[config.mk]
export PLATFORM = sky130hd
export DESIGN_NAME = tmps_front
export DESIGN_NICKNAME = d
export VERILOG_FILES = /design/src/design/tmps_pkg.sv /design/src/design/tmps_front.sv
export SDC_FILE = /design/constraint.sdc
export NUM_CORES = 1
export LEC_CHECK = 0
export BUFFER_PORTS_ARGS = -buffer_cell sky130_fd_sc_hd__buf_2
export CORE_UTILIZATION = 52
export DETAILED_ROUTE_END_ITERATION = 6
export HOLD_SLACK_MARGIN = 0.05
export PLACE_DENSITY = 0.85
export SLEW_MARGIN = 20
export SYNTH_ARGS = -nofsm -noshare
export SYNTH_HDL_FRONTEND = slang
export SYNTH_SLANG_ARGS = --single-unit
[constraint.sdc]
create_clock -name clk -period 3.6 [get_ports clk]
set_clock_uncertainty 0.1 [all_clocks]
set_input_delay 0.72 -clock clk [delete_from_list [all_inputs] [get_ports clk]]
set_output_delay 0.72 -clock clk [all_outputs]
set_load 0.03 [all_outputs]
[src/design/tmps_pkg.sv]
// Shared types, widths and helpers for the triangle minimum path sum block.
// No dependencies; imported by tmps_front, tmps_back, the top level and tmps_checker.
`default_nettype none

package tmps_pkg;

	localparam int VAL_W = 16;  // one triangle entry
	localparam int SUM_W = 24;  // partial path sum
	localparam int OUT_W = 25;  // reported minimum

	// Classification of one accepted entry, handed from front to back.
	typedef struct packed {
		logic row0;      // apex row: the sum is the entry itself
		logic first_col; // only the upper parent exists
		logic last_col;  // only the upper-left parent exists
		logic last;      // final entry of the triangle
	} item_flags_t;

	localparam int FLAGS_W = $bits(item_flags_t);

	function automatic logic signed [SUM_W-1:0] smin(input logic signed [SUM_W-1:0] a,
		input logic signed [SUM_W-1:0] b);
		return (a < b) ? a : b;
	endfunction

endpackage

`default_nettype wire

[src/design/tmps_front.sv]
// Front end: accepts entries, tracks row/column position and classifies each beat.
// Depends on tmps_pkg.
`default_nettype none

module tmps_front #(
	parameter int MAX_ROWS = 256
) (
	input  wire logic                                         clk,
	input  wire logic                                         arst_n,
	input  wire logic                                         push,
	input  wire logic signed [tmps_pkg::VAL_W-1:0]            value,
	input  wire logic                                         last,
	output logic                                              full,
	input  wire logic                                         q_full,
	output logic                                              q_push,
	output tmps_pkg::item_flags_t                             q_flags,
	output logic signed [tmps_pkg::VAL_W-1:0]                 q_value,
	output logic [(MAX_ROWS > 1 ? $clog2(MAX_ROWS) : 1)-1:0] q_addr
);

	import tmps_pkg::*;

	localparam int AW = (MAX_ROWS > 1) ? $clog2(MAX_ROWS) : 1;
	localparam logic [AW-1:0] RLAST = AW'(MAX_ROWS - 1);

	logic [AW-1:0] row_q;
	logic [AW-1:0] col_q;
	logic          accept;
	logic          at_row_end;

	assign full       = q_full;
	assign accept     = push && !q_full;
	assign at_row_end = (col_q == row_q);

	assign q_push            = accept;
	assign q_value           = value;
	assign q_addr            = col_q;
	assign q_flags.row0      = (row_q == '0);
	assign q_flags.first_col = (col_q == '0);
	assign q_flags.last_col  = at_row_end;
	assign q_flags.last      = last;

	// row index sticks at the last row; later rows reuse it
	always_ff @(posedge clk or negedge arst_n) begin
		if (!arst_n) begin
			row_q <= '0;
			col_q <= '0;
		end else if (accept) begin
			if (last) begin
				row_q <= '0;
				col_q <= '0;
			end else if (at_row_end) begin
				col_q <= '0;
				row_q <= (row_q == RLAST) ? row_q : row_q + 1'b1;
			end else begin
				col_q <= col_q + 1'b1;
			end
		end
	end

endmodule

`default_nettype wire

Yosys cells after proc, flatten, opt, wreduce, memory -nomap -nowiden
Cells that the tools add are included.

storage, ports and cells
  logic and storage cells = 18
  output and inout bits = 30
  bits in registers = 16
  input port bits = 21

cells by class
  eq/ne operators = 3
  add/subtract/negate cells = 2
  multiplexer cells = 5
  reductions and logical operators = 6

operators by type and width
  operator             count
  $mux 8               5
  $add 8x1->8 const B  2
  $logic_not 8->1      2
  $eq 8x8->1           1
  $eq 8x8->1 const B   1
  $reduce_and 3->1     1
  $ne 2x2->1 const B   1
  $reduce_bool 2->1    1
  $logic_and 1x1->1    1
  $logic_not 1->1      1

Longest topological paths before layout
  depth after elaboration = 4
  depth in mapped cells = 9
  gate-level depth less buffers = 6

Worst setup path before layout
No wires, ideal clock.

  path kind = register to output
  start = reg col_q[1] (netlist: q_addr[1])
  end = out q_flags[2] (netlist name)
  path slack = 540 ps
  arrival = 2,240 ps
  required time = 2,780 ps
  stages on the path, launching flop included = 5
  path buffers = 0
  path through = dfrtp_1 inv_1 ha_1 or4b_2 nor4_1

RTL lines
  what                    line              source
  start, declared         tmps_front.sv:27  logic [AW-1:0] col_q;
  start signal, assigned  tmps_front.sv:56  col_q <= col_q + 1'b1;
  end, declared           tmps_front.sv:16  output tmps_pkg::item_flags_t q_flags,

==> impl_metrics.json <==
{
  "status": "completed",
  "grt_start_max_net_pins": 17,
  "cp.required_ns": 2.78,
  "firstDrtPassIters": 4,
  "clk_pin_slew_ns": 0.10,
  "drt_iter0_markers": 27,
  "synth_top_cell_area_share": 0.313,
  "grt_util_all_layers": 0.232,
  "synth_nets": 174,
  "met3_usage": 0.0380,
  "hold_class": "input port to async pin",
  "final_nets": 171,
  "cts-buffers-inserted": 3,
  "synth_cells": 149,
  "ir_worst_vdd_mv": 0.216,
  "avgViaCountPerCell": 6.24,
  "synth_largest_area_cell": "dfrtp_1",
  "final-hold-violation-count": 0,
  "ys_async_sr_fraction": 1.00,
  "fillCellCount": 216,
  "rsz0062_at_grt": "false",
  "ctsHoldBuffers": 0,
  "fin_crit_sh": 0.782,
  "fp-row-count": 17,
  "critPathKind": "register to output port",
  "grt_pass1_wl_mm": 4.64,
  "p_leak_nw": 0.547,
  "regToRegSetupSlack_ns": 1.53,
  "relSlewSlack": 0.724,
  "antenna_found_initial": 0,
  "critPathTopFamily": "simple AND/OR/NAND/NOR gates",
  "die_w_um": 51.6,
  "dp_slack_ns": 1.07,
  "clkLatencyLatePin_ns": 0.30,
  "area_growth_pct": -2.64,
  "gp_congestion": 0.917,
  "die_area_mm2": 0.00266,
  "synth.area.top_cells": "dfrtp_1 (31%), buf_4 (11%), xnor2_1 (6.2%)",
  "post_cts_buffers": 0,
  "yosysWarnings": 0,
  "core-area_mm2": 0.00228,
  "fin_setup_tns_ns": 0,
  "cp_slowest_cell": "or4b_2",
  "crit_path_start_kind": "register",
  "initial_core_util": 0.562,
  "dr_total_vias": 1079,
  "cts-htree-levels": 1,
  "setup_viol": 0,
  "wl_per_cell_um": 16.6,
  "worstMarginPinSlew_ns": 0.414,
  "dpl.hpwl_mm": 2.08,
  "synth_edf_count": 0,
  "critPathCaptureType": "output port",
  "die_y_um": 51.6,
  "path_cells": "inv_1 -> ha_1 -> or4b_2 -> nor4_1 -> buf_2",
  "root_buffer": "clkbuf_4",
  "timing.fmax_mhz": 355,
  "use_met2": 0.390,
  "cp_num_buf_inv": 2,
  "avgSynthCellArea_um2": 8.59,
  "antenna_left": 0,
  "maxSlewViolCount": 0,
  "drc": 0,
  "cap_viol_max_count": 0,
  "antenna_cells": 0,
  "worst_slack_ns": 0.784,
  "ctsResizeCount": 0,
  "numPortBuffers": 18,
  "tritoncts": "done",
  "synth_seq_area_share": 0.313,
  "routed_wirelength_mm": 2.88,
  "ys_ff_latch": 16,
  "grt_pass1_vias": 1011,
  "slowest_delay_ns": 0.58,
  "cp.arrival_ns": 2.00,
  "synth-main-ff-cell": "dfrtp_1",
  "yosys.cell_types.count": 40,
  "power_density_mw_per_mm2": 468,
  "grt-ovfl-total": 0,
  "ios": 51,
  "layout_min_cycle_time_ns": 2.82,
  "cts_buffer_depth": 2,
  "worstPathMaxFanout": 5,
  "use_met1": 0.293,
  "cts.sinks": 16,
  "top_usage_layer": "met2",
  "layout-drive-gt1-share": 0.214,
  "syn_area_mm2": 0.00128
}
state kept, by name, summed over array words and instances, names as in the netlist:
signal  count
q_addr      8
row_q       8
cell type report:
cell class / instances / area [um^2] / share of cell area
Tap cell: 28 / 35.0 / 0.0281
Clock buffer: 4 / 36.3 / 0.0291
Inverter: 9 / 38.8 / 0.0311
Multi-Input combinational cell: 97 / 638 / 0.512
Sequential cell: 16 / 400 / 0.321
Timing Repair Buffer: 19 / 97.6 / 0.0783
report_power, final:
part / switching (W) / internal [W]
clock: 0.0000637 / 0.0000618
combinational: 0.000132 / 0.0000777
sequential: 0.0000458 / 0.000202
placed cells by master, fill, tap and decap left out, types with 3 or more instances in the layout:
cell / n
nor4_1: 4
nor3_1: 7
ha_1: 4
o21ai_0: 5
a21oi_1: 4
dfrtp_1: 16
nor2_1: 8
buf_2: 18
nand4_1: 5
nand2_1: 15
clkbuf_4: 3
inv_1: 8
nand3_1: 5
xnor2_1: 9
metrics by stage:
stage          instances  utilization  total power [W]  instance area (um^2)  hold WS, ns
2_1_floorplan        149            -         0.000449                  1280        0.324
6_report             173        0.548         0.000583                  1250        0.213
3_5_place_dp         169        0.532         0.000460                  1210        0.519
3_3_place_gp         169        0.532         0.000451                  1210        0.499
4_1_cts              173        0.548         0.000586                  1250        0.226
5_1_grt              173        0.548         0.000616                  1250        0.238
kinds of logic after synthesis:
family / share of synthesized area
adder cells (fa/ha/maj): 0.0391
buffers and inverters: 0.189
flip-flops: 0.313
multiplexers: 0.00880
AND/OR/NAND/NOR: 0.230
AO/OA/AOI/OAI: 0.147
XOR/XNOR: 0.0743
cells in the mapped netlist (4+ instances only):
library cell	instances
buf_4	19
dfrtp_1	16
nand2_1	15
xnor2_1	9
inv_1	8
nor2_1	8
nor3_1	7
nand3_1	5
nand4_1	5
o21ai_0	5
a21oi_1	4
buf_6	4
clkbuf_1	4
ha_1	4
nor4_1	4
final timing paths:
path                           start         end  cells after the start
setup / recovery           q_addr[1]  q_flags[2]                      5
hold / removal                arst_n   q_addr[3]                      1
setup reg to reg            row_q[6]    row_q[2]                      6
hold reg to reg             row_q[0]    row_q[0]                      2
max in group asynchronous     arst_n    row_q[5]                      1
min in group clk            row_q[0]    row_q[0]                      2
layer usage:
metal / wire length (um) / vias up
met2: 1400 / 60
met4: 67 / 0
met3: 199 / 11
met1: 1210 / 507
li1: - / 501
met5: 0 / -
(Power assumes the default switching activity.)
