**src/design/tmps_fifo.sv**
```systemverilog
// Small register-based FIFO used for the front/back queue and the result queue.
// No dependencies.
`default_nettype none

module tmps_fifo #(
	parameter int WIDTH = 8,
	parameter int DEPTH = 2
) (
	input  wire logic             clk,
	input  wire logic             arst_n,
	input  wire logic             wr,
	input  wire logic [WIDTH-1:0] wdata,
	input  wire logic             rd,
	output logic      [WIDTH-1:0] rdata,
	output logic                  full,
	output logic                  empty
);

	localparam int PW = (DEPTH > 1) ? $clog2(DEPTH) : 1;
	localparam int CW = $clog2(DEPTH + 1);
	localparam logic [PW-1:0] PLAST = PW'(DEPTH - 1);
	localparam logic [CW-1:0] CFULL = CW'(DEPTH);

	logic [WIDTH-1:0] mem_q [DEPTH];
	logic [PW-1:0]    wptr_q;
	logic [PW-1:0]    rptr_q;
	logic [CW-1:0]    count_q;
	logic             do_wr;
	logic             do_rd;

	assign full  = (count_q == CFULL);
	assign empty = (count_q == '0);
	assign rdata = mem_q[rptr_q];
	assign do_wr = wr && !full;
	assign do_rd = rd && !empty;

	always_ff @(posedge clk) begin
		if (do_wr) begin
			mem_q[wptr_q] <= wdata;
		end
	end

	always_ff @(posedge clk or negedge arst_n) begin
		if (!arst_n) begin
			wptr_q  <= '0;
			rptr_q  <= '0;
			count_q <= '0;
		end else begin
			if (do_wr) begin
				wptr_q <= (wptr_q == PLAST) ? '0 : wptr_q + 1'b1;
			end
			if (do_rd) begin
				rptr_q <= (rptr_q == PLAST) ? '0 : rptr_q + 1'b1;
			end
			if (do_wr && !do_rd) begin
				count_q <= count_q + 1'b1;
			end else if (do_rd && !do_wr) begin
				count_q <= count_q - 1'b1;
			end
		end
	end

endmodule

`default_nettype wire

```
**config.mk**
```make
export PLATFORM = sky130hd
export DESIGN_NAME = tmps_fifo
export DESIGN_NICKNAME = d
export VERILOG_FILES = /design/src/design/tmps_fifo.sv
export SDC_FILE = /design/constraint.sdc
export NUM_CORES = 1
export LEC_CHECK = 0
export ABC_CLOCK_PERIOD_IN_PS = 2080
export BUFFER_PORTS_ARGS = -buffer_cell sky130_fd_sc_hd__buf_2
export CAP_MARGIN = 0
export CORE_AREA = 2 2 42 44
export DETAILED_ROUTE_END_ITERATION = 6
export DIE_AREA = 0 0 44 46
export GPL_TIMING_DRIVEN = 1
export PLACE_DENSITY = 0.81
export SLEW_MARGIN = 20
export SYNTH_ARGS = -nofsm -noshare
export SYNTH_HDL_FRONTEND = slang
export SYNTH_SLANG_ARGS = --single-unit
```
**constraint.sdc**
```tcl
create_clock -name clk -period 2.08 [get_ports clk]
set_input_delay 0.104 -clock clk [delete_from_list [all_inputs] [get_ports clk]]
set_output_delay 0.104 -clock clk [all_outputs]
set_load 0.005 [all_outputs]
```
After elaboration in Yosys (flattened, before gate mapping) --
Memories as Yosys holds them, arrays and structs flattened. Index checks and enable logic that the tools add are counted.
Word-level totals: bits in writable memories 16, logic and storage cells 25, output and inout port bits 10, input bits 12, memories 1, register bits after elaboration 4
Memory list:
- mem_q | depth 2, bits a word 8, rd ports 1, clocked after Yosys merged registers in 0, wr ports 1, RTL line 24 | logic [WIDTH-1:0] mem_q [DEPTH];
Operators by class: reductions and logical operators 10, mux-type cells 6, equality and inequality tests 1, add/sub/neg operators 4
Operators with widths (count):
- 1-bit logical AND | 4
- 1-bit logical NOT | 4
- 1-bit two-way mux | 4
- 2-bit two-way mux | 2
- 1-bit adder (second input constant) | 2
- 2-bit by 1-bit adder with 2-bit output (second input constant) | 1
- 2-bit equality test (second input constant) | 1
- 2-bit logical NOT | 1
- 2-bit nonzero test | 1
- 2-bit by 1-bit subtractor with 2-bit output (second input constant) | 1

Depth between registers and ports, before layout --
Gate-level depths: netlist of the first run.
depth after elaboration 7, mapped depth 7, gate-level depth less buffers 7

Worst setup path before layout of the first run --
Ideal clock, no wire load.
path type register -> register, start register count_q[0], end memory mem_q[0][0] (enable), cell stages (with the launch flop) 4, data required time 1.710 ns, clock period less this slack 1.392 ns, setup time 0.370 ns, path slack 0.688 ns, arrival 1.022 ns, buffers on the path 0, path through dfrtp_1 -> nand2b_1 -> nand2_2 -> nor2_1
On the way: longest elaborated chain between the ends 5
Ends and longest elaborated chain:
- start, declared | RTL line 27 | logic [CW-1:0] count_q;
- start signal, assigned | RTL line 56 | count_q <= count_q + 1'b1;
- start signal, assigned | RTL line 58 | count_q <= count_q - 1'b1;
- 2-bit equality test | RTL line 31 | assign full = (count_q == CFULL);
- 1-bit logical NOT | RTL line 34 | assign do_wr = wr && !full;
- 1-bit logical AND | RTL line 34
- 1-bit two-way mux | RTL line 38 | if (do_wr) begin
- 1-bit two-way mux (implied by the code) | RTL line 39 | mem_q[wptr_q] <= wdata;
- end, declared | RTL line 24
No other way between the ends.

Worst setup path after layout of the first run --
start register rptr_q, end output rdata[2]
On the way: longest elaborated chain between the ends 1
Ends and longest elaborated chain:
- start, declared | RTL line 26 | logic [PW-1:0] rptr_q;
- start signal, assigned | RTL line 53 | rptr_q <= (rptr_q == PLAST) ? '0 : rptr_q + 1'b1;
- memory read 2 x 8 bit
- end, declared | RTL line 14 | output logic [WIDTH-1:0] rdata,
No other way between the ends.

==> Implementation_results.wiki, run 1 <==
{| class="wikitable"
! Metric !! Value
|-
| Area of the core region || 0.001614 mm²
|-
| Worst Skew || 0.009604 ns
|-
| Wire length of the first global-routing pass || 1973 µm
|-
| Pin count of the biggest net entering global routing || 13
|-
| Antenna Diode Count || 0
|-
| 1st-pass router iterations || 3
|-
| Io pins || 22
|-
| Root buffer cell || sky130_fd_sc_hd__clkbuf_4
|-
| Crit path arrival time || 1.39 ns
|-
| Post-route minimum period || 1.491 ns
|-
| Routed vias/inst || 4.768
|-
| Synth-to-layout area growth || 34.72%
|-
| Synth unique cells || 15
|-
| Die Outline Area || 0.002024 mm²
|-
| Final standard cell utilization of the core || 0.6527
|-
| Antenna Violating Nets Remaining || 0
|-
| Setup repair after global routing missed its margin || false
|-
| Outcome || finished, final reports clean
|-
| Maximum VDD drop || 0.0006867 V
|-
| Clock latency reported for the late side of the worst-skew pair || 0.29 ns
|-
| Critical Path Fanout Max || 9
|-
| Wirelength, routed || 1242 µm
|-
| Number of rows created at floorplan || 15
|-
| Path depth of the worst reg2reg path || 6
|-
| Number of vias in the routed layout || 453
|-
| Clock tree from TritonCTS || yes
|-
| DRC errors left || 0
|-
| Leakage || 0.0004450 µW
|-
| Crit path required time || 1.98 ns
|-
| Vias in the first global route || 456
|-
| Final layout net count || 92
|-
| CTS sink count || 20
|-
| Setup-failing EPs final || 0
|-
| Actual transition at the worst max-transition pin || 0.3859 ns
|-
| Synthesized Nets || 57
|-
| Number of cells on the worst hold path || 3
|-
| Final estimated routing congestion in global placement || 0.6157
|-
| Aggregate global routing overflow || 0
|-
| Synthesized netlist cell count || 44
|-
| Highest achievable clock rate || 670.9 MHz
|-
| Sequential area share after synthesis || 0.7424
|-
| CTS clock-pin slew for the worst setup and hold paths || 0.11 ns
|-
| # H-tree levels || 1
|-
| Portion of the clock cycle consumed by the worst path in the final layout || 0.7166
|-
| GRT Util Overall || 0.1454
|-
| Cts hold-fix bufs || 9
|-
| Number of setup buffers added after CTS || 0
|-
| Number of clock buffers inserted by TritonCTS || 3
|-
| Total negative slack || 0 ns
|-
| Final Max Tran Viols || 0
|-
| Die H || 46 µm
|-
| Ratio of cells with drive above 1 in the final layout || 0.3846
|-
| Kind of end point of the critical path || output port
|-
| Number of hold-slack violations in the final timing report || 0
|-
| Startpoint class of the critical path || register
|-
| Hold/Removal Path Class || input port to register
|-
| Worst slew margin relative to its limit || 0.7427
|-
| Detailed Place HPWL || 856.8 µm
|-
| Starting density of the core || 0.4845
|-
| Flip-flop and latch count after synthesis || 20
|-
| Number of antenna violations at the first check in global routing || 0
|-
| Max Root-Sink Buffers || 2
|-
| Die extent in x || 44 µm
|-
| Type of the worst setup path || register to output port
|-
| Detailed-route wire length per cell || 13.07 µm
|-
| DRC violation total after the first TritonRoute iteration || 7
|-
| Cell area after synthesis || 782.0 µm²
|-
| Mean area per synthesized cell || 17.77 µm²
|-
| YS warnings || 0
|-
| IO Port Bufs || 21
|-
| Count of maximum capacitance violations || 0
|-
| Power density normalized to cell area || 1276 mW/mm²
|-
| Post-CTS resize count || 0
|}
==> routing by layer <==
metal	up-vias	GRT usage	wire, µm
met5	-	0	0
met3	2	0.02381	53
met4	0	0.09091	12
met2	11	0.2588	710
met1	214	0.1615	466
li1	226	-	-
==> logic make-up after synthesis <==
family | after synthesis | synth area share
mux | 8 | 0.1152
simple gates | 6 | 0.03841
flops | 20 | 0.7424
fa+ha+maj | 1 | 0.01600
compound gates | 1 | 0.006394
xor+xnor | 5 | 0.06561
buf+inv | 3 | 0.01600
==> sequential cells by signal, indices dropped and copies added (netlist names) <==
name	flops
rptr_q	1
mem_q	16
count_q	2
wptr_q	1
==> area by class of cell <==
class	count	area [µm²]
clock buffer	3	22.52
clock inverter	1	30.03
fill	122	560.5
inverter	2	7.507
multi-input combinational	21	188.9
sequential	20	580.6
tap	17	21.27
timing repair buffer	31	202.7
==> cell usage after synthesis, drive strengths merged <==
| cell type | n | share of area |
|---|---|---|
| nor2 | 3 | 0.014 |
| xnor2 | 3 | 0.043 |
| inv | 2 | 0.0096 |
| xor2 | 2 | 0.022 |
| nand2b | 1 | 0.0080 |
| mux2 | 8 | 0.12 |
| nand2 | 1 | 0.0080 |
| dfrtp | 4 | 0.13 |
| edfxtp | 16 | 0.61 |
| o21ai | 1 | 0.0064 |
| and3 | 1 | 0.0080 |
| buf | 1 | 0.0064 |
| ha | 1 | 0.016 |
==> layout by cell type (no fill, tap or decap) <==
| cell type | count |
|---|---|
| sky130_fd_sc_hd__bufinv_16 | 1 |
| sky130_fd_sc_hd__o21ai_1 | 1 |
| sky130_fd_sc_hd__mux2_2 | 2 |
| sky130_fd_sc_hd__dfrtp_1 | 4 |
| sky130_fd_sc_hd__mux2_1 | 6 |
| sky130_fd_sc_hd__xor2_1 | 2 |
| sky130_fd_sc_hd__dlygate4sd3_1 | 9 |
| sky130_fd_sc_hd__buf_4 | 1 |
| sky130_fd_sc_hd__and3_1 | 1 |
| sky130_fd_sc_hd__buf_2 | 21 |
| sky130_fd_sc_hd__nor2_1 | 3 |
| sky130_fd_sc_hd__xnor2_1 | 2 |
| sky130_fd_sc_hd__nand2_2 | 1 |
| sky130_fd_sc_hd__xnor2_2 | 1 |
| sky130_fd_sc_hd__edfxtp_1 | 16 |
| sky130_fd_sc_hd__ha_1 | 1 |
| sky130_fd_sc_hd__clkbuf_4 | 3 |
| sky130_fd_sc_hd__inv_1 | 2 |
| sky130_fd_sc_hd__nand2b_1 | 1 |
==> path summary, 6_finish.rpt <==
check                                 from    endpoint  slack [ns]
worst min register to register      wptr_q      wptr_q        0.53
worst min-delay path                    wr      wptr_q        0.09
min in group asynchronous           arst_n      wptr_q        0.13
worst max-delay path                rptr_q    rdata[2]        0.59
max in group asynchronous           arst_n      rptr_q        1.82
worst max register to register  count_q[0]  count_q[1]        0.60
==> worst max-delay path, cell delays in order (launching register included) <==
cell,delay [ns]
sky130_fd_sc_hd__dfrtp_1,0.59
sky130_fd_sc_hd__mux2_2,0.39
sky130_fd_sc_hd__buf_2,0.13
==> stage by stage <==
stage	hold WS, ns	cells	power (µW)	instance area [µm²]	setup slack [ns]
finish	0.08856	95	1345	1054	0.5894
global route	0.09190	95	1430	1054	0.4893
CTS	0.08452	95	1363	1054	0.5625
detailed placement	-0.08161	82	1040	910.9	0.6127
global placement	-0.08619	82	1022	910.9	0.6707
floorplan	-0.1916	44	890.0	782.0	0.6879
==> power breakdown <==
part / internal [µW] / switching, µW / leakage (µW)
combinational: 223 / 168 / 0.000222
sequential: 559 / 86.6 / 0.000195
clock: 195 / 113 / 0.0000279
No activity file was read; power rests on OpenSTA's default activity.
==> inputs of run 2 (changes only) <==
ABC_CLOCK_PERIOD_IN_PS = 1300   (was 2080)
CORE_AREA = 2 2 46 48   (was 2 2 42 44)
DIE_AREA = 0 0 48 50   (was 0 0 44 46)
PLACE_DENSITY = 0.72   (was 0.81)
clock period = 1.3 ns   (was 2.08 ns; I/O delays follow)
==> run 2 against run 1 <==
The flow now finishes with violations (setup timing). Hold slack is essentially flat. Count of clock-buffer cells in the layout unchanged. First-iteration DRC count is 57% higher. Die area is 19% higher. Largest power group is now combinational cells.
==> Implementation_results.wiki, run 2 (synthesis gave the netlist of run 1 again) <==
{| class="wikitable"
! Metric !! Value
|-
| Die extent in x || 48 µm (+9.1%)
|-
| Aggregate global routing overflow || 0 (unchanged)
|-
| Number of vias in the routed layout || 496 (+9.5%)
|-
| Type of the worst setup path || register to output port
|-
| Clock latency reported for the late side of the worst-skew pair || 0.29 ns (about the same)
|-
| Number of antenna violations at the first check in global routing || 0 (unchanged)
|-
| Flip-flop count of the largest register, all copies and words added || 16 (unchanged)
|-
| Critical Path Fanout Max || 5 (-4)
|-
| IO Port Bufs || 21 (unchanged)
|-
| CTS clock-pin slew for the worst setup and hold paths || 0.12 ns (about the same)
|-
| CTS sink count || 20 (unchanged)
|-
| Cell-by-cell listing of the critical path || buf_6 -> mux2_4 -> buf_6
|-
| Io pins || 22 (unchanged)
|-
| Final Max Tran Viols || 0 (unchanged)
|-
| Violated checks || setup timing
|-
| Number of clock buffers inserted by TritonCTS || 3 (unchanged)
|-
| Worst Skew || 0.01429 ns (+0.004686 ns)
|-
| Leakage || 0.0005506 µW (+24%)
|-
| Number of rows created at floorplan || 16 (+1)
|-
| Ratio of cells with drive above 1 in the final layout || 0.6180 (+0.2334)
|-
| Kind of end point of the critical path || output port
|-
| Worst hold slack || 0.08852 ns (-0.00003640 ns)
|-
| Count of maximum capacitance violations || 0 (unchanged)
|-
| Max stage delay cell, worst path || sky130_fd_sc_hd__dfrtp_2
|-
| Final standard cell count with taps included and fillers excluded || 116 (+22%)
|-
| Highest achievable clock rate || 744.3 MHz
|-
| 1st-pass router iterations || 4 (+1)
|-
| Clock tree from TritonCTS || yes
|-
| Post-route minimum period || 1.344 ns
|-
| Worst slew margin relative to its limit || 0.8625 (+0.1198)
|-
| Root buffer cell || sky130_fd_sc_hd__clkbuf_4
|-
| Combined buffer and inverter count along the critical path || 2 (+1)
|-
| Number of placed instances, taps included || 97 (+18%)
|-
| Final layout net count || 103 (+12%)
|-
| Wire length of the first global-routing pass || 2180 µm (+10%)
|-
| Actual transition at the worst max-transition pin || 0.2062 ns (-0.1798 ns)
|-
| DRC violation total after the first TritonRoute iteration || 11 (+4)
|-
| Portion of the clock cycle consumed by the worst path in the final layout || 1.033
|-
| Die Outline Area || 0.002400 mm² (+19%)
|-
| Vias in the first global route || 527 (+16%)
|-
| Worst path top cell family by delay || flip-flops
|-
| GRT Util Overall || 0.1336 (-0.01184)
|-
| Setup-failing EPs final || 9 (+9)
|-
| Antenna Diode Count || 0 (unchanged)
|-
| Starting density of the core || 0.4112 (-0.07331)
|-
| Synth-to-layout area growth || 64.32%
|-
| Setup repair after global routing missed its margin || true
|-
| Power density normalized to cell area || 2169 mW/mm² (+70%)
|-
| Area of the core region || 0.001902 mm² (+18%)
|-
| Wirelength, routed || 1355 µm (+9.1%)
|-
| CP max stage delay || 0.44 ns (-0.15 ns)
|-
| DRC errors left || 0 (unchanged)
|-
| Register name with the most flops || mem_q
|-
| Setup ws final || -0.04351 ns (-0.6329 ns)
|-
| Outcome || finished, violations left
|-
| Pin count of the biggest net entering global routing || 13 (unchanged)
|-
| Antenna Violating Nets Remaining || 0 (unchanged)
|-
| Hold/Removal Path Class || input port to asynchronous set/reset pin
|-
| Commonest non-fill, non-tap cell in the layout || sky130_fd_sc_hd__edfxtp_1
|-
| Detailed Place HPWL || 943.7 µm (+10%)
|-
| Most frequent cells in the layout || sky130_fd_sc_hd__edfxtp_1, sky130_fd_sc_hd__buf_2, sky130_fd_sc_hd__dlygate4sd3_1
|-
| Largest regs || mem_q: 16 flops, count_q: 2 flops
|-
| Maximum VDD drop || 0.001420 V (+110%)
|-
| Final estimated routing congestion in global placement || 0.6625 (+7.6%)
|-
| Most prevalent standard cell on the critical path || sky130_fd_sc_hd__buf_6
|-
| Number of hold-slack violations in the final timing report || 0 (unchanged)
|-
| Die H || 50 µm (+8.7%)
|-
| Detailed-route wire length per cell || 11.68 µm (-11%)
|-
| Max Root-Sink Buffers || 2 (unchanged)
|-
| Crit path required time || 1.24 ns (-0.74 ns)
|-
| Startpoint class of the critical path || register
|-
| Routed vias/inst || 4.276 (-10%)
|-
| Crit path arrival time || 1.28 ns (-0.11 ns)
|-
| # H-tree levels || 1 (unchanged)
|}
run 2: changes by cell type in the layout (fill, tap and decap cells not counted), moves of 2 or more:
cell,before,now
sky130_fd_sc_hd__mux2_4,0,6
sky130_fd_sc_hd__dfrtp_1,4,2
sky130_fd_sc_hd__buf_4,1,8
sky130_fd_sc_hd__dfrtp_2,0,2
sky130_fd_sc_hd__mux2_1,6,0
sky130_fd_sc_hd__buf_6,0,8
sky130_fd_sc_hd__buf_2,21,15
sky130_fd_sc_hd__buf_12,0,2
run 2: routing by layer:
metal  up-vias  GRT usage  part of all wire
met1       229     0.1548              0.42
met2        15     0.2311              0.52
met4         0    0.04054            0.0089
met3         2    0.03297             0.055
met5         -          0                 0
li1        250          -                 -
run 2: metrics by stage:
step	TNS, ns	power [µW]	worst slack (ns)	instance area, µm²	utilization
after floorplan	-0.0007930	1471	-0.0007930	799.5	-
after global placement	0	1835	0.02402	1003	0.5276
after detailed placement	-0.08937	1880	-0.08937	1003	0.5276
after CTS	-0.3598	2771	-0.04543	1267	0.6664
after global routing	-0.8318	2971	-0.1265	1285	0.6757
final	-0.3442	2787	-0.04351	1285	0.6757
run 2: area by class of cell:
class | count | area [µm²]
Clock inverter | 1 | 30.03
Clock buffer | 3 | 22.52
Multi-Input combinational cell | 21 | 252.7
Tap cell | 27 | 33.78
Inverter | 2 | 7.507
Timing Repair Buffer | 42 | 355.3
Sequential cell | 20 | 583.1
Fill cell | 133 | 616.8
run 2: final timing paths:
| kind | slack, ns | start | end | depth (start not counted) |
|---|---|---|---|---|
| max | -0.04 | rptr_q | rdata[6] | 3 |
| min | 0.09 | arst_n | wptr_q | 2 |
| max reg2reg | -0.03 | count_q[0] | count_q[1] | 7 |
| min reg2reg | 0.59 | wptr_q | wptr_q | 1 |
| max in group asynchronous | 1.06 | arst_n | count_q[1] | 2 |
| min in group clk | 0.14 | rd | rptr_q | 4 |
run 2: timing repair:
item	in CTS	in global routing
setup buffers	6	0
endpoints found under the hold margin	20	0
pin swaps	3	0
hold buffers	9	0
setup endpoints to repair	9	25
gates resized for setup	17	4
run 2: where the power goes:
part           switching, µW  internal [µW]
registers                108            902
logic                    452            831
clock network            182            311
total                    743           2040
==> inputs of run 3 (changes only) <==
ABC_CLOCK_PERIOD_IN_PS = 1100   (was 1300)
clock period = 1.1 ns   (was 1.3 ns; I/O delays follow)
==> run 3 against run 2 <==
Highest routed layer is now met3. Hold slack worse by 0.0013 ns. Register-to-register slack worse by 0.28 ns. Combinational power up 30%. Die area unchanged. Critical endpoint is now count_q[1]. The flow still finishes with violations (setup timing). Clock skew down 0.012 ns. Critical path depth up 4.
==> Implementation_results.wiki, run 3 (synthesis gave the netlist of run 1 again) <==
{| class="wikitable"
! Metric !! Value
|-
| Final standard cell utilization of the core || 0.6842 (+0.008553)
|-
| Die H || 50 µm (unchanged)
|-
| Final estimated routing congestion in global placement || 0.6973 (+5.3%)
|-
| Power after layout || 3444 µW (+24%)
|-
| IO Port Bufs || 21 (unchanged)
|-
| Setup repair after global routing missed its margin || true
|-
| Power density normalized to cell area || 2646 mW/mm² (+22%)
|-
| Startpoint of the most critical setup path || count_q[0]
|-
| Portion of the clock cycle consumed by the worst path in the final layout || 1.283
|-
| Crit path arrival time || 1.62 ns (+0.34 ns)
|-
| GRT Util Overall || 0.1458 (+0.01225)
|-
| 1st-pass router iterations || 2 (-2)
|-
| Number of antenna violations at the first check in global routing || 0 (unchanged)
|-
| Violated checks || setup timing
|-
| Worst flop-to-flop path endpoint || count_q[1]
|-
| Largest regs || mem_q: 16 flops, count_q: 2 flops
|-
| Type of the worst setup path || register to register
|-
| Routed vias/inst || 4.500 (+5.2%)
|-
| Root buffer cell || sky130_fd_sc_hd__clkbuf_4
|-
| Leakage || 0.0005573 µW (+1.2%)
|-
| R2R Setup Slk || -0.31 ns (-0.28 ns)
|-
| Worst slew margin relative to its limit || 0.8706 (+0.008016)
|-
| Most frequent cells in the layout || sky130_fd_sc_hd__edfxtp_1, sky130_fd_sc_hd__buf_2, sky130_fd_sc_hd__buf_6
|-
| Clock tree from TritonCTS || yes
|-
| Starting density of the core || 0.4112 (unchanged)
|-
| Flip-flop count of the largest register, all copies and words added || 16 (unchanged)
|-
| DRC violation total after the first TritonRoute iteration || 3 (-8)
|-
| Worst Skew || 0.002189 ns (-0.01210 ns)
|-
| Critical Path Fanout Max || 3 (-2)
|-
| Number of rows created at floorplan || 16 (unchanged)
|-
| Number of clock buffers inserted by TritonCTS || 3 (unchanged)
|-
| Actual transition at the worst max-transition pin || 0.1941 ns (-0.01205 ns)
|-
| Final Max Tran Viols || 0 (unchanged)
|-
| Kind of end point of the critical path || register
|-
| CTS sink count || 20 (unchanged)
|-
| Synth-to-layout area growth || 66.40%
|-
| Setup ws final || -0.3113 ns (-0.2678 ns)
|-
| Clock latency reported for the late side of the worst-skew pair || 0.29 ns (about the same)
|-
| Number of hold-slack violations in the final timing report || 0 (unchanged)
|-
| Vias in the first global route || 567 (+7.6%)
|-
| Highest achievable clock rate || 708.6 MHz
|-
| # H-tree levels || 1 (unchanged)
|-
| Ratio of cells with drive above 1 in the final layout || 0.6517 (+0.03371)
|-
| Startpoint class of the critical path || register
|-
| Setup-failing EPs final || 28 (+19)
|-
| Io pins || 22 (unchanged)
|-
| Pin count of the biggest net entering global routing || 13 (unchanged)
|-
| Die extent in x || 48 µm (unchanged)
|-
| Wirelength, routed || 1664 µm (+23%)
|-
| Wire length of the first global-routing pass || 2463 µm (+13%)
|-
| CTS clock-pin slew for the worst setup and hold paths || 0.11 ns (about the same)
|-
| Max Root-Sink Buffers || 2 (unchanged)
|-
| Commonest non-fill, non-tap cell in the layout || sky130_fd_sc_hd__edfxtp_1
|-
| Number of vias in the routed layout || 522 (+5.2%)
|-
| End of the critical path || count_q[1]
|-
| Detailed-route wire length per cell || 14.34 µm (+23%)
|-
| Source of the worst register-to-register timing path || count_q[0]
|-
| Crit path required time || 1.31 ns (+0.07 ns)
|-
| Outcome || finished, violations left
|-
| Aggregate global routing overflow || 0 (unchanged)
|-
| Hold/Removal Path Class || input port to asynchronous set/reset pin
|-
| Die Outline Area || 0.002400 mm² (unchanged)
|-
| Area of the core region || 0.001902 mm² (unchanged)
|-
| Final layout net count || 103 (unchanged)
|-
| Post-route minimum period || 1.411 ns
|-
| Count of maximum capacitance violations || 0 (unchanged)
|-
| Number of placed instances, taps included || 97 (unchanged)
|-
| Maximum VDD drop || 0.001744 V (+23%)
|-
| Path depth of the worst reg2reg path || 7 (unchanged)
|-
| Antenna Diode Count || 0 (unchanged)
|-
| Register name with the most flops || mem_q
|-
| Detailed Place HPWL || 842.8 µm (-11%)
|-
| Final standard cell count with taps included and fillers excluded || 116 (unchanged)
|-
| Antenna Violating Nets Remaining || 0 (unchanged)
|-
| DRC errors left || 0 (unchanged)
|}
## run 3: critical path, cell delays in order (launching register included)
cell and delay, ns:
sky130_fd_sc_hd__dfrtp_1 0.42, sky130_fd_sc_hd__nand2b_4 0.17, sky130_fd_sc_hd__nand2_4 0.08, sky130_fd_sc_hd__inv_2 0.04, sky130_fd_sc_hd__ha_4 0.15, sky130_fd_sc_hd__xor2_1 0.14, sky130_fd_sc_hd__nor2_1 0.15, sky130_fd_sc_hd__xor2_1 0.18
## run 3: power by group
part           internal (µW)  switching [µW]
Sequential              1070             137
Clock                    368             215
Combinational           1050             609
Total                   2480             961
## run 3: layout make-up
type / count / area, µm²
fillers: 145 / 600.6
well taps: 27 / 33.78
inverters: 2 / 7.507
clock buffers: 3 / 22.52
repair buffers: 42 / 361.6
clock inverters: 1 / 30.03
multi-input cells: 21 / 262.8
flip-flops and latches: 20 / 583.1
## run 3: what timing repair did
item | in CTS | in global routing
pin swaps | 6 | 2
endpoints found under the setup margin | 28 | 29
setup buffers | 6 | 2
hold buffers | 9 | 0
endpoints found under the hold margin | 20 | 0
gates cloned | 0 | 0
resized for setup | 26 | 6
## run 3: through the flow
step           hold WS, ns  TNS [ns]  instance area (µm²)  setup WS, ns
2_1_floorplan      -0.2406    -1.469                800.8       -0.2007
5_1_grt            0.08932    -5.798                 1301       -0.3471
6_report           0.08719    -4.652                 1301       -0.3113
3_3_place_gp       -0.1333    -1.197                992.2       -0.1970
4_1_cts            0.07454    -4.452                 1285       -0.2322
3_5_place_dp       -0.1289    -1.649                992.2       -0.2272
## run 3: worst min-delay path by stage
| stage | cells past startpoint | to | start | slack [ns] |
|---|---|---|---|---|
| floorplan | 0 | count_q[0] | arst_n | -0.24 |
| detailed placement | 1 | wptr_q | arst_n | -0.13 |
| global placement | 1 | wptr_q | arst_n | -0.13 |
| global route | 2 | count_q[0] | arst_n | 0.09 |
| finish | 2 | wptr_q | arst_n | 0.09 |
| CTS | 2 | count_q[0] | arst_n | 0.07 |
## run 3: routing by layer
layer	part of all wire	routed length (µm)	track usage
met2	0.60	995	0.2756
met3	0.043	72	0.03663
met4	0	0	0.02703
met5	0	0	0
met1	0.36	595	0.1527
